--- src/rtl/core/hmlpd_pkg.sv ---
// Shared types, constants and helpers for the heatmap local peak detector.
// Used by heatmap_local_peak_detect_unit; no dependencies of its own.

package hmlpd_pkg;

  // Grid geometry
  localparam int MAX_GRID     = 63;
  localparam int MAX_OUT      = 64;  // decisions one pixel may release at most
  localparam int GRID_USE_MAX = (MAX_GRID < MAX_OUT - 2) ? MAX_GRID : MAX_OUT - 2;
  localparam int GRID_USE_MIN = 2;

  // Field widths
  localparam int SCORE_W   = 16;
  localparam int POS_W     = $clog2(MAX_GRID + 1);
  localparam int CH_W      = 5;
  localparam int REG_IDX_W = 8;
  localparam int CFG_W     = 16;
  localparam int LINE_W    = 2 * SCORE_W;   // {older row, newer row} per column

  // Output stream packing: row, col, score, peak, then zero fill to bytes
  localparam int OUT_FIELDS_W = 2 * POS_W + SCORE_W + 1;
  localparam int OUT_TDATA_W  = ((OUT_FIELDS_W + 7) / 8) * 8;
  localparam int OUT_PAD_W    = OUT_TDATA_W - OUT_FIELDS_W;

  // Result queue
  localparam int FIFO_DEPTH = 8;
  localparam int FIFO_AW    = $clog2(FIFO_DEPTH);
  localparam int FIFO_CW    = $clog2(FIFO_DEPTH + 1);

  localparam logic [FIFO_CW-1:0] FIFO_FULL      = FIFO_CW'(FIFO_DEPTH);
  // Occupancy that still leaves room for the item in flight and a new one
  localparam logic [FIFO_CW-1:0] FIFO_LIM_BUSY  = FIFO_CW'(FIFO_DEPTH - 4);
  localparam logic [FIFO_CW-1:0] FIFO_LIM_EMPTY = FIFO_CW'(FIFO_DEPTH - 2);

  // Size limits as position codes
  localparam logic [POS_W-1:0] GRID_MAX_C = POS_W'(GRID_USE_MAX);
  localparam logic [POS_W-1:0] GRID_MIN_C = POS_W'(GRID_USE_MIN);

  // Register map
  localparam logic [REG_IDX_W-1:0] REG_SCORE_THRESHOLD = REG_IDX_W'(0);
  localparam logic [REG_IDX_W-1:0] REG_GRID_SIZE       = REG_IDX_W'(1);

  // Reset values: threshold 0.5 in Q0.16, grid of 33
  localparam logic [SCORE_W-1:0] THRESHOLD_RST = SCORE_W'(32768);
  localparam logic [POS_W-1:0]   GRID_SIZE_RST = POS_W'(33);

  typedef enum logic {
    ST_RUN,
    ST_FLUSH
  } hmlpd_state_e;

  typedef struct packed {
    logic [CH_W-1:0]    out_channel;
    logic [POS_W-1:0]   pixel_row;
    logic [POS_W-1:0]   pixel_col;
    logic [SCORE_W-1:0] kept_score;
    logic               is_peak;
    logic               frame_last;
  } hmlpd_result_t;

  function automatic logic [SCORE_W-1:0] max_score(input logic [SCORE_W-1:0] a,
                                                   input logic [SCORE_W-1:0] b);
    max_score = (a > b) ? a : b;
  endfunction

  // Nonzero center that matches the window maximum; ties count
  function automatic logic peak_of(input logic [SCORE_W-1:0] center,
                                   input logic [SCORE_W-1:0] wmax);
    peak_of = (center != '0) && (center == wmax);
  endfunction

endpackage

--- src/rtl/core/hmlpd_ram.sv ---
// Generic simple dual-port RAM: one write port, one read port, registered read.
// No dependencies.

module hmlpd_ram #(
  parameter int WIDTH = 32,
  parameter int DEPTH = 64
) (
  input  logic                     clk_i,
  input  logic                     we_i,
  input  logic [$clog2(DEPTH)-1:0] waddr_i,
  input  logic [WIDTH-1:0]         wdata_i,
  input  logic                     re_i,
  input  logic [$clog2(DEPTH)-1:0] raddr_i,
  output logic [WIDTH-1:0]         rdata_o
);

  logic [WIDTH-1:0] mem_q [DEPTH];
  logic [WIDTH-1:0] rdata_q;

  // Write port
  always_ff @(posedge clk_i) begin
    if (we_i) begin
      mem_q[waddr_i] <= wdata_i;
    end
  end

  // Read port, data holds while not enabled
  always_ff @(posedge clk_i) begin
    if (re_i) begin
      rdata_q <= mem_q[raddr_i];
    end
  end

  assign rdata_o = rdata_q;

endmodule

--- src/rtl/core/heatmap_local_peak_detect_unit.sv ---
// Top level of the heatmap 3x3 local peak detector.
// Depends on hmlpd_pkg and hmlpd_ram.

// One heatmap score enters per clock in raster order, column fastest, if the
// queue has room; each pixel is decided once its 3x3 neighborhood is in, one row
// and one column behind the input, and results leave through an 8-entry queue at
// one per clock when not stalled. The two line stores sit in one RAM word per
// column, read the cycle a sample is taken and written back the next. At the
// last pixel of a grid of size g the input is held off while the last row's g
// decisions are swept out, one column per cycle unless the queue is full;
// frame_last marks the last one. The channel comes from each grid's first pixel.

module heatmap_local_peak_detect_unit (
  input  logic                                clk_i,
  input  logic                                rst_ni,
  // Sample stream
  input  logic                                s_axis_tvalid,
  output logic                                s_axis_tready,
  input  logic [hmlpd_pkg::SCORE_W-1:0]       s_axis_tdata,   // [15:0] sample_score
  input  logic [hmlpd_pkg::CH_W-1:0]          s_axis_tuser,   // [4:0] channel_id
  // Decision stream
  output logic                                m_axis_tvalid,
  input  logic                                m_axis_tready,
  // [5:0] pixel_row, [11:6] pixel_col, [27:12] kept_score, [28] is_peak, rest zero
  output logic [hmlpd_pkg::OUT_TDATA_W-1:0]   m_axis_tdata,
  output logic [hmlpd_pkg::CH_W-1:0]          m_axis_tuser,   // [4:0] out_channel
  output logic                                m_axis_tlast,   // frame_last
  // Register writes
  input  logic                                cfg_valid_i,
  output logic                                cfg_ready_o,
  input  logic [hmlpd_pkg::REG_IDX_W-1:0]     cfg_index_i,
  input  logic [hmlpd_pkg::CFG_W-1:0]         cfg_wdata_i
);

  localparam int SW = hmlpd_pkg::SCORE_W;
  localparam int PW = hmlpd_pkg::POS_W;

  // Configuration
  logic [SW-1:0] thr_q;
  logic [PW-1:0] gs_q;
  logic [PW-1:0] g;
  logic [PW-1:0] g_m1;

  // Input position tracking
  logic          in_acc;
  logic          wrap;
  logic [PW-1:0] in_row_q, in_row_d;
  logic [PW-1:0] in_col_q, in_col_d;
  logic [PW-1:0] acc_row, acc_col;
  logic [hmlpd_pkg::CH_W-1:0] held_q;
  logic [SW-1:0] acc_kept;

  // Processing stage
  logic          p_valid_q;
  logic [PW-1:0] p_row_q, p_col_q;
  logic [SW-1:0] p_kept_q;
  logic          r_ge1, r_ge2, c_first, c_last, r_last, p_lastpix;
  logic [SW-1:0] win_q [2][3];
  logic [SW-1:0] wa [3];
  logic [SW-1:0] wb [3];
  logic [SW-1:0] wc [3];
  logic [SW-1:0] max1, max2;
  logic          emit1, emit2;
  hmlpd_pkg::hmlpd_result_t d1, d2;

  // Line store RAM
  logic                        ram_we, ram_re;
  logic [PW-1:0]               ram_waddr, ram_raddr;
  logic [hmlpd_pkg::LINE_W-1:0] ram_wdata, ram_rdata;
  logic [SW-1:0]               rd_older, rd_newer;

  // Last-row sweep
  hmlpd_pkg::hmlpd_state_e st_q, st_d;
  logic [PW-1:0] fcol_q;
  logic [PW-1:0] fcol_p1;
  logic [SW-1:0] fw_q [2][2];
  logic [SW-1:0] fc [2];
  logic [SW-1:0] fmax;
  logic          fl_step, femit;
  hmlpd_pkg::hmlpd_result_t fd;

  // Result queue
  hmlpd_pkg::hmlpd_result_t fifo_q [hmlpd_pkg::FIFO_DEPTH];
  hmlpd_pkg::hmlpd_result_t e0, e1, head;
  logic [hmlpd_pkg::FIFO_AW-1:0] wp_q, rp_q, wp1;
  logic [hmlpd_pkg::FIFO_CW-1:0] cnt_q, room_lim;
  logic [1:0]                    push_n;
  logic                          pop;

  // ---------------------------------------------------------------------------
  // Configuration port, always ready
  assign cfg_ready_o = 1'b1;

  always_ff @(posedge clk_i or negedge rst_ni) begin
    if (!rst_ni) begin
      thr_q <= hmlpd_pkg::THRESHOLD_RST;
      gs_q  <= hmlpd_pkg::GRID_SIZE_RST;
    end else if (cfg_valid_i) begin
      case (cfg_index_i)
        hmlpd_pkg::REG_SCORE_THRESHOLD: thr_q <= cfg_wdata_i[SW-1:0];
        hmlpd_pkg::REG_GRID_SIZE:       gs_q  <= cfg_wdata_i[PW-1:0];
        default: ;
      endcase
    end
  end

  // Grid size in use, clamped
  always_comb begin
    if (gs_q > hmlpd_pkg::GRID_MAX_C) begin
      g = hmlpd_pkg::GRID_MAX_C;
    end else if (gs_q < hmlpd_pkg::GRID_MIN_C) begin
      g = hmlpd_pkg::GRID_MIN_C;
    end else begin
      g = gs_q;
    end
  end
  assign g_m1 = g - PW'(1);

  // ---------------------------------------------------------------------------
  // Input side: position, threshold, line store read
  assign p_lastpix = p_valid_q && r_last && c_last;
  assign room_lim  = p_valid_q ? hmlpd_pkg::FIFO_LIM_BUSY : hmlpd_pkg::FIFO_LIM_EMPTY;
  assign s_axis_tready = (st_q == hmlpd_pkg::ST_RUN) && !p_lastpix && (cnt_q <= room_lim);
  assign in_acc = s_axis_tvalid && s_axis_tready;

  // An out-of-range position restarts the grid
  assign wrap     = (in_row_q >= g) || (in_col_q >= g);
  assign acc_row  = wrap ? '0 : in_row_q;
  assign acc_col  = wrap ? '0 : in_col_q;
  assign acc_kept = (s_axis_tdata < thr_q) ? '0 : s_axis_tdata;

  always_comb begin
    if (acc_col == g_m1) begin
      in_col_d = '0;
      in_row_d = (acc_row == g_m1) ? '0 : acc_row + PW'(1);
    end else begin
      in_col_d = acc_col + PW'(1);
      in_row_d = acc_row;
    end
  end

  always_ff @(posedge clk_i or negedge rst_ni) begin
    if (!rst_ni) begin
      in_row_q  <= '0;
      in_col_q  <= '0;
      held_q    <= '0;
      p_valid_q <= 1'b0;
    end else begin
      p_valid_q <= in_acc;
      if (in_acc) begin
        in_row_q <= in_row_d;
        in_col_q <= in_col_d;
        if ((acc_row == '0) && (acc_col == '0)) begin
          held_q <= s_axis_tuser;
        end
      end
    end
  end

  always_ff @(posedge clk_i) begin
    if (in_acc) begin
      p_row_q  <= acc_row;
      p_col_q  <= acc_col;
      p_kept_q <= acc_kept;
    end
  end

  // ---------------------------------------------------------------------------
  // Processing stage: window shift and up to two decisions
  assign rd_older = ram_rdata[hmlpd_pkg::LINE_W-1:SW];
  assign rd_newer = ram_rdata[SW-1:0];

  assign r_ge1   = (p_row_q != '0);
  assign r_ge2   = (p_row_q >= PW'(2));
  assign c_first = (p_col_q == '0);
  assign c_last  = (p_col_q == g_m1);
  assign r_last  = (p_row_q == g_m1);

  always_comb begin
    for (int i = 0; i < 3; i++) begin
      wa[i] = c_first ? '0 : win_q[0][i];
      wb[i] = c_first ? '0 : win_q[1][i];
    end
    wc[0] = r_ge2 ? rd_older : '0;
    wc[1] = r_ge1 ? rd_newer : '0;
    wc[2] = p_kept_q;
    // full window around the left-behind pixel, and the edge window at row end
    max2 = '0;
    for (int i = 0; i < 3; i++) begin
      max2 = hmlpd_pkg::max_score(max2, hmlpd_pkg::max_score(wb[i], wc[i]));
    end
    max1 = hmlpd_pkg::max_score(max2,
             hmlpd_pkg::max_score(wa[0], hmlpd_pkg::max_score(wa[1], wa[2])));
  end

  assign emit1 = p_valid_q && r_ge1 && !c_first;
  assign emit2 = p_valid_q && r_ge1 && c_last;

  always_comb begin
    d1.out_channel = held_q;
    d1.pixel_row   = p_row_q - PW'(1);
    d1.pixel_col   = p_col_q - PW'(1);
    d1.kept_score  = wb[1];
    d1.is_peak     = hmlpd_pkg::peak_of(wb[1], max1);
    d1.frame_last  = 1'b0;
    d2.out_channel = held_q;
    d2.pixel_row   = p_row_q - PW'(1);
    d2.pixel_col   = p_col_q;
    d2.kept_score  = wc[1];
    d2.is_peak     = hmlpd_pkg::peak_of(wc[1], max2);
    d2.frame_last  = 1'b0;
  end

  // Window keeps the two newest columns
  always_ff @(posedge clk_i or negedge rst_ni) begin
    if (!rst_ni) begin
      for (int i = 0; i < 3; i++) begin
        win_q[0][i] <= '0;
        win_q[1][i] <= '0;
      end
    end else if (p_valid_q) begin
      for (int i = 0; i < 3; i++) begin
        win_q[0][i] <= wb[i];
        win_q[1][i] <= wc[i];
      end
    end
  end

  // ---------------------------------------------------------------------------
  // Line store: newer row moves to older, kept score becomes newer
  assign ram_we    = p_valid_q;
  assign ram_waddr = p_col_q;
  assign ram_wdata = {rd_newer, p_kept_q};
  assign fcol_p1   = fcol_q + PW'(1);

  always_comb begin
    if (p_lastpix) begin
      ram_re    = 1'b1;
      ram_raddr = '0;
    end else if (fl_step) begin
      ram_re    = (fcol_p1 < g);
      ram_raddr = fcol_p1;
    end else begin
      ram_re    = in_acc;
      ram_raddr = acc_col;
    end
  end

  hmlpd_ram #(
    .WIDTH (hmlpd_pkg::LINE_W),
    .DEPTH (hmlpd_pkg::MAX_GRID)
  ) u_line_ram (
    .clk_i   (clk_i),
    .we_i    (ram_we),
    .waddr_i (ram_waddr),
    .wdata_i (ram_wdata),
    .re_i    (ram_re),
    .raddr_i (ram_raddr),
    .rdata_o (ram_rdata)
  );

  // ---------------------------------------------------------------------------
  // Last-row sweep: one column per step, decision for the column before it
  always_comb begin
    st_d    = st_q;
    fl_step = 1'b0;
    case (st_q)
      hmlpd_pkg::ST_RUN: begin
        if (p_lastpix) begin
          st_d = hmlpd_pkg::ST_FLUSH;
        end
      end
      hmlpd_pkg::ST_FLUSH: begin
        fl_step = (cnt_q != hmlpd_pkg::FIFO_FULL);
        if (fl_step && (fcol_q == g)) begin
          st_d = hmlpd_pkg::ST_RUN;
        end
      end
      default: st_d = hmlpd_pkg::ST_RUN;
    endcase
  end

  always_ff @(posedge clk_i or negedge rst_ni) begin
    if (!rst_ni) begin
      st_q <= hmlpd_pkg::ST_RUN;
    end else begin
      st_q <= st_d;
    end
  end

  // Column past the right edge reads as zero; bottom row is always zero
  assign fc[0] = (fcol_q < g) ? rd_older : '0;
  assign fc[1] = (fcol_q < g) ? rd_newer : '0;
  assign fmax  = hmlpd_pkg::max_score(
                   hmlpd_pkg::max_score(hmlpd_pkg::max_score(fw_q[0][0], fw_q[0][1]),
                                        hmlpd_pkg::max_score(fw_q[1][0], fw_q[1][1])),
                   hmlpd_pkg::max_score(fc[0], fc[1]));
  assign femit = fl_step && (fcol_q != '0);

  always_comb begin
    fd.out_channel = held_q;
    fd.pixel_row   = g_m1;
    fd.pixel_col   = fcol_q - PW'(1);
    fd.kept_score  = fw_q[1][1];
    fd.is_peak     = hmlpd_pkg::peak_of(fw_q[1][1], fmax);
    fd.frame_last  = (fcol_q == g);
  end

  always_ff @(posedge clk_i or negedge rst_ni) begin
    if (!rst_ni) begin
      fcol_q <= '0;
      for (int i = 0; i < 2; i++) begin
        fw_q[0][i] <= '0;
        fw_q[1][i] <= '0;
      end
    end else if (p_lastpix) begin
      fcol_q <= '0;
      for (int i = 0; i < 2; i++) begin
        fw_q[0][i] <= '0;
        fw_q[1][i] <= '0;
      end
    end else if (fl_step) begin
      fcol_q <= fcol_p1;
      for (int i = 0; i < 2; i++) begin
        fw_q[0][i] <= fw_q[1][i];
        fw_q[1][i] <= fc[i];
      end
    end
  end

  // ---------------------------------------------------------------------------
  // Result queue: up to two pushes, one pop per cycle
  always_comb begin
    if (p_valid_q) begin
      e0     = d1;
      e1     = d2;
      push_n = emit1 ? (emit2 ? 2'd2 : 2'd1) : 2'd0;
    end else begin
      e0     = fd;
      e1     = fd;
      push_n = femit ? 2'd1 : 2'd0;
    end
  end

  assign wp1  = wp_q + hmlpd_pkg::FIFO_AW'(1);
  assign head = fifo_q[rp_q];
  assign pop  = m_axis_tvalid && m_axis_tready;

  always_ff @(posedge clk_i) begin
    for (int i = 0; i < hmlpd_pkg::FIFO_DEPTH; i++) begin
      if ((push_n != 2'd0) && (hmlpd_pkg::FIFO_AW'(i) == wp_q)) begin
        fifo_q[i] <= e0;
      end else if ((push_n == 2'd2) && (hmlpd_pkg::FIFO_AW'(i) == wp1)) begin
        fifo_q[i] <= e1;
      end
    end
  end

  always_ff @(posedge clk_i or negedge rst_ni) begin
    if (!rst_ni) begin
      wp_q  <= '0;
      rp_q  <= '0;
      cnt_q <= '0;
    end else begin
      wp_q  <= wp_q + hmlpd_pkg::FIFO_AW'(push_n);
      rp_q  <= rp_q + hmlpd_pkg::FIFO_AW'(pop);
      cnt_q <= cnt_q + hmlpd_pkg::FIFO_CW'(push_n) - hmlpd_pkg::FIFO_CW'(pop);
    end
  end

  // Output transaction from the queue head
  assign m_axis_tvalid = (cnt_q != '0);
  assign m_axis_tdata  = {{hmlpd_pkg::OUT_PAD_W{1'b0}}, head.is_peak, head.kept_score,
                          head.pixel_col, head.pixel_row};
  assign m_axis_tuser  = head.out_channel;
  assign m_axis_tlast  = head.frame_last;

endmodule
--- config.mk ---
export PLATFORM = sky130hd
export DESIGN_NAME = heatmap_local_peak_detect_unit
export DESIGN_NICKNAME = d
export VERILOG_FILES = /design/src/rtl/core/hmlpd_pkg.sv /design/src/rtl/core/hmlpd_ram.sv /design/src/rtl/core/heatmap_local_peak_detect_unit.sv
export SDC_FILE = /design/constraint.sdc
export NUM_CORES = 2
export LEC_CHECK = 0
export ABC_AREA = 1
export ABC_CLOCK_PERIOD_IN_PS = 12600
export BUFFER_PORTS_ARGS = -buffer_cell sky130_fd_sc_hd__buf_4
export CELL_PAD_IN_SITES_DETAIL_PLACEMENT = 0
export CELL_PAD_IN_SITES_GLOBAL_PLACEMENT = 1
export CORE_ASPECT_RATIO = 2
export CORE_MARGIN = 1
export CORE_UTILIZATION = 30
export DETAILED_ROUTE_END_ITERATION = 6
export PLACE_DENSITY_LB_ADDON = 0.1
export SYNTH_ARGS = -nofsm -noshare
export SYNTH_HDL_FRONTEND = slang
export SYNTH_SLANG_ARGS = --single-unit
--- constraint.sdc ---
create_clock -name clk_i -period 12.6 [get_ports clk_i]
set_clock_uncertainty 0.2 [all_clocks]
set_input_delay 0.63 -clock clk_i [delete_from_list [all_inputs] [get_ports clk_i]]
set_output_delay 0.63 -clock clk_i [all_outputs]
set_load 0.01 [all_outputs]
==> impl_metrics.ini <==
[sta]
hold_ws_ns = 0.0934
fmax_ghz = 0.0930
setup_tns_ns = 0
tightest_slew_ns = 1.53
min_period_over_period_pct = 85.3
rsz0062_at_grt = no
setup_viol = 0
relSlewSlack_pct = -3.28
maxSlewViolCount = 2
min_period_ns = 10.75
setup_ws_ns = 1.85
hold_viol = 0

[job]
max-cap-violations = 1

[cells_and_area]
fillers = 39700
multi_input_area_um2 = 38000
syn2layout_area_growth_pct = 13.1
final_layout_size_suffix_gt1_share_pct = 6.97
nets = 12100
stdcell_count = 17200
seq_area_um2 = 76200

[floorplanning]
die-height_um = 895
num_rows = 327
start_util_pct = 30.2
die_w_um = 448
pin_count = 91
coreArea_um2 = 396000
die_area_um2 = 401000

[route]
vias = 87600
final_antenna_net_count = 0
wl_um = 488000
dr.pass1.iters = 7
wire_per_inst_um = 28.3
viasPerCell = 5.08
dr.first_iter.drc_count = 6172
drc_errors = 1

[cts]
h-tree-depth = 5
cts_inserted_buffers = 267
postCtsSetupRepairBufs = 0
cts-hold-fix-buffers = 44
clockBufferDepth = 4
cts.clk_slew.worst_paths_ns = 0.07
cts_root_buffer = clkbuf_16
cts_tree = done
clock-sinks = 2573
clk_latency_ns = 0.92
ctsResizeCount = 0

[setup_path]
required_ns = 13.16
cp_data_arrival_time_ns = 11.30
cpMaxStageDelayCell = nand2_1
reg2regPathDepth = 56
critical_path.max_fanout = 51
critical_path.most_common_cell = nand2_1
cp-end-kind = flop
critPathLaunchType = flop
max_stage_delay_ns = 0.64
timing.rr.start = p_col_q[1]
setup.worst_path.start = p_col_q[1]
crit_type = reg -> reg
r2r_slack_ns = 1.85

[synth]
synth-edff-count = 2356
synth_cell_types = 58
synth_compound_area_share_pct = 5.63
synth_ff_type = edfxtp_1
yosys_warnings = 0
synthSimpleGateAreaFrac_pct = 22.4
synth-xor-area-share_pct = 0.256
async_flop_share_pct = 8.43
netlist_area_um2 = 120000
synthesis.instances = 11800
synthAdderAreaFrac_pct = 2.88
yosysSeqAreaShare_pct = 63.7
muxShareOfSynthArea_pct = 0.0638
syn_area_per_cell_um2 = 10.1
ys_ff_latch = 2573
synth_top_family_by_area = simple AND/OR/NAND/NOR gates

[worst_hold_path]
hold_class = in -> reg
hold-path-cell-count = 3
min_from = m_axis_tready

[global_routing]
grt_pass1_wl_um = 681000
track_usage_pct = 24.0
overflow = 0
grt_antenna_before_repair = 12
grt_pass1_vias = 87400
grt_max_degree = 183

[placement]
dpl.cell_count = 16700
dpl.hpwl_um = 304000
dp_slack_ns = 1.74
gp_congestion = 0.912
port_buffers = 86

[outcome]
violations = design-rule violations, max-capacitance violations, max-slew violations
status = complete, but fails checks
## through the flow
step	utilization [%]	instance area, um2
detailed placement	31.9	126000
global route	34.1	135000
global placement	31.9	126000
floorplan	-	120000
finish	34.1	135000
CTS	34.1	135000
## per-layer routing
layer / wire length (um) / global-route usage, %
met1: 176000 / 25.4
met4: 29600 / 12.7
met3: 15400 / 2.10
met2: 268000 / 46.2
met5: 11 / 0
## worst paths after layout
kind                                endpoint
worst min-delay path                 rp_q[0]
worst max register to register  fifo_q[7][1]
min in group asynchronous             fd[12]
max in group asynchronous          p_valid_q
worst max-delay path            fifo_q[7][1]
worst min register to register     thr_q[15]
## cell type report
cell class                      count  area share, %
Antenna cell                       14         0.0259
Clock buffer                      348           5.38
Clock inverter                    110          0.747
Inverter                          728           2.03
Multi-Input combinational cell   7815           28.1
Sequential cell                  2573           56.3
Tap cell                         5264           4.87
Timing Repair Buffer              395           2.51
## cell usage after synthesis, types with 90 or more instances
cell	instances	area, um2
a21oi_1	143	716
buf_2	353	1770
clkbuf_1	292	1100
dfrtp_1	214	5360
edfxtp_1	2356	70700
ha_1	272	3400
inv_1	708	2660
nand2_1	3616	13600
nand3_1	2110	10600
nor2_1	501	1880
o211ai_1	269	2020
o21ai_0	556	2780
o22ai_1	90	563
## registers in the layout, indices dropped and copies added, names as in the netlist
name and cells:
gs_q 6, in_row_q 6, fcol_q 6, u_line_ram.rdata_o 32, p_valid_q 1, cnt_q 4
u_line_ram.mem_q 2016, wp_q 3, p_row_q 6, fd 16, fifo_q 280, rp_q 3
in_col_q 6, fw_q 48, p_col_q 6, held_q 5, st_q 1, thr_q 16
win_q 96, p_kept_q 16
## kinds of logic after synthesis
group / count (synthesis)
simple gates: 6344
flops: 2573
buf+inv: 1455
compound gates: 1151
fa+ha+maj: 274
xor+xnor: 35
mux: 7
other cells: 2
## worst max-delay path: cells and delay by family, from the launching register on
family / cells / cell delay (ns)
fa+ha+maj: 5 / 1.36
flops: 1 / 0.48
simple gates: 36 / 6.46
buf+inv: 11 / 1.46
compound gates: 4 / 0.51
## layout by cell type, fill, tap and decap left out, drive strengths merged, types with 2 or more instances in the layout
cell and n:
a211oi 9, a21o 5, a21oi 147, a31oi 41
and2 15, buf 351, bufinv 18, clkbuf 348
clkinv 88, clkinvlp 5, conb 4, dfrtp 214
dfstp 3, diode 14, dlygate4sd3 44, edfxtp 2356
fa 2, ha 272, inv 727, mux2 5
mux2i 2, nand2 3625, nand3 2111, nand3b 8
nand4 40, nor2 509, nor3 22, nor4 9
o211ai 269, o21a 10, o21ai 567, o21bai 4
o22ai 90, o31ai 2, or2 2, or4 3
xnor2 10, xor2 25
Power is left out: the tool's default activity adds up to more than one toggle a clock period on the data nets, which glitch-free logic cannot reach.
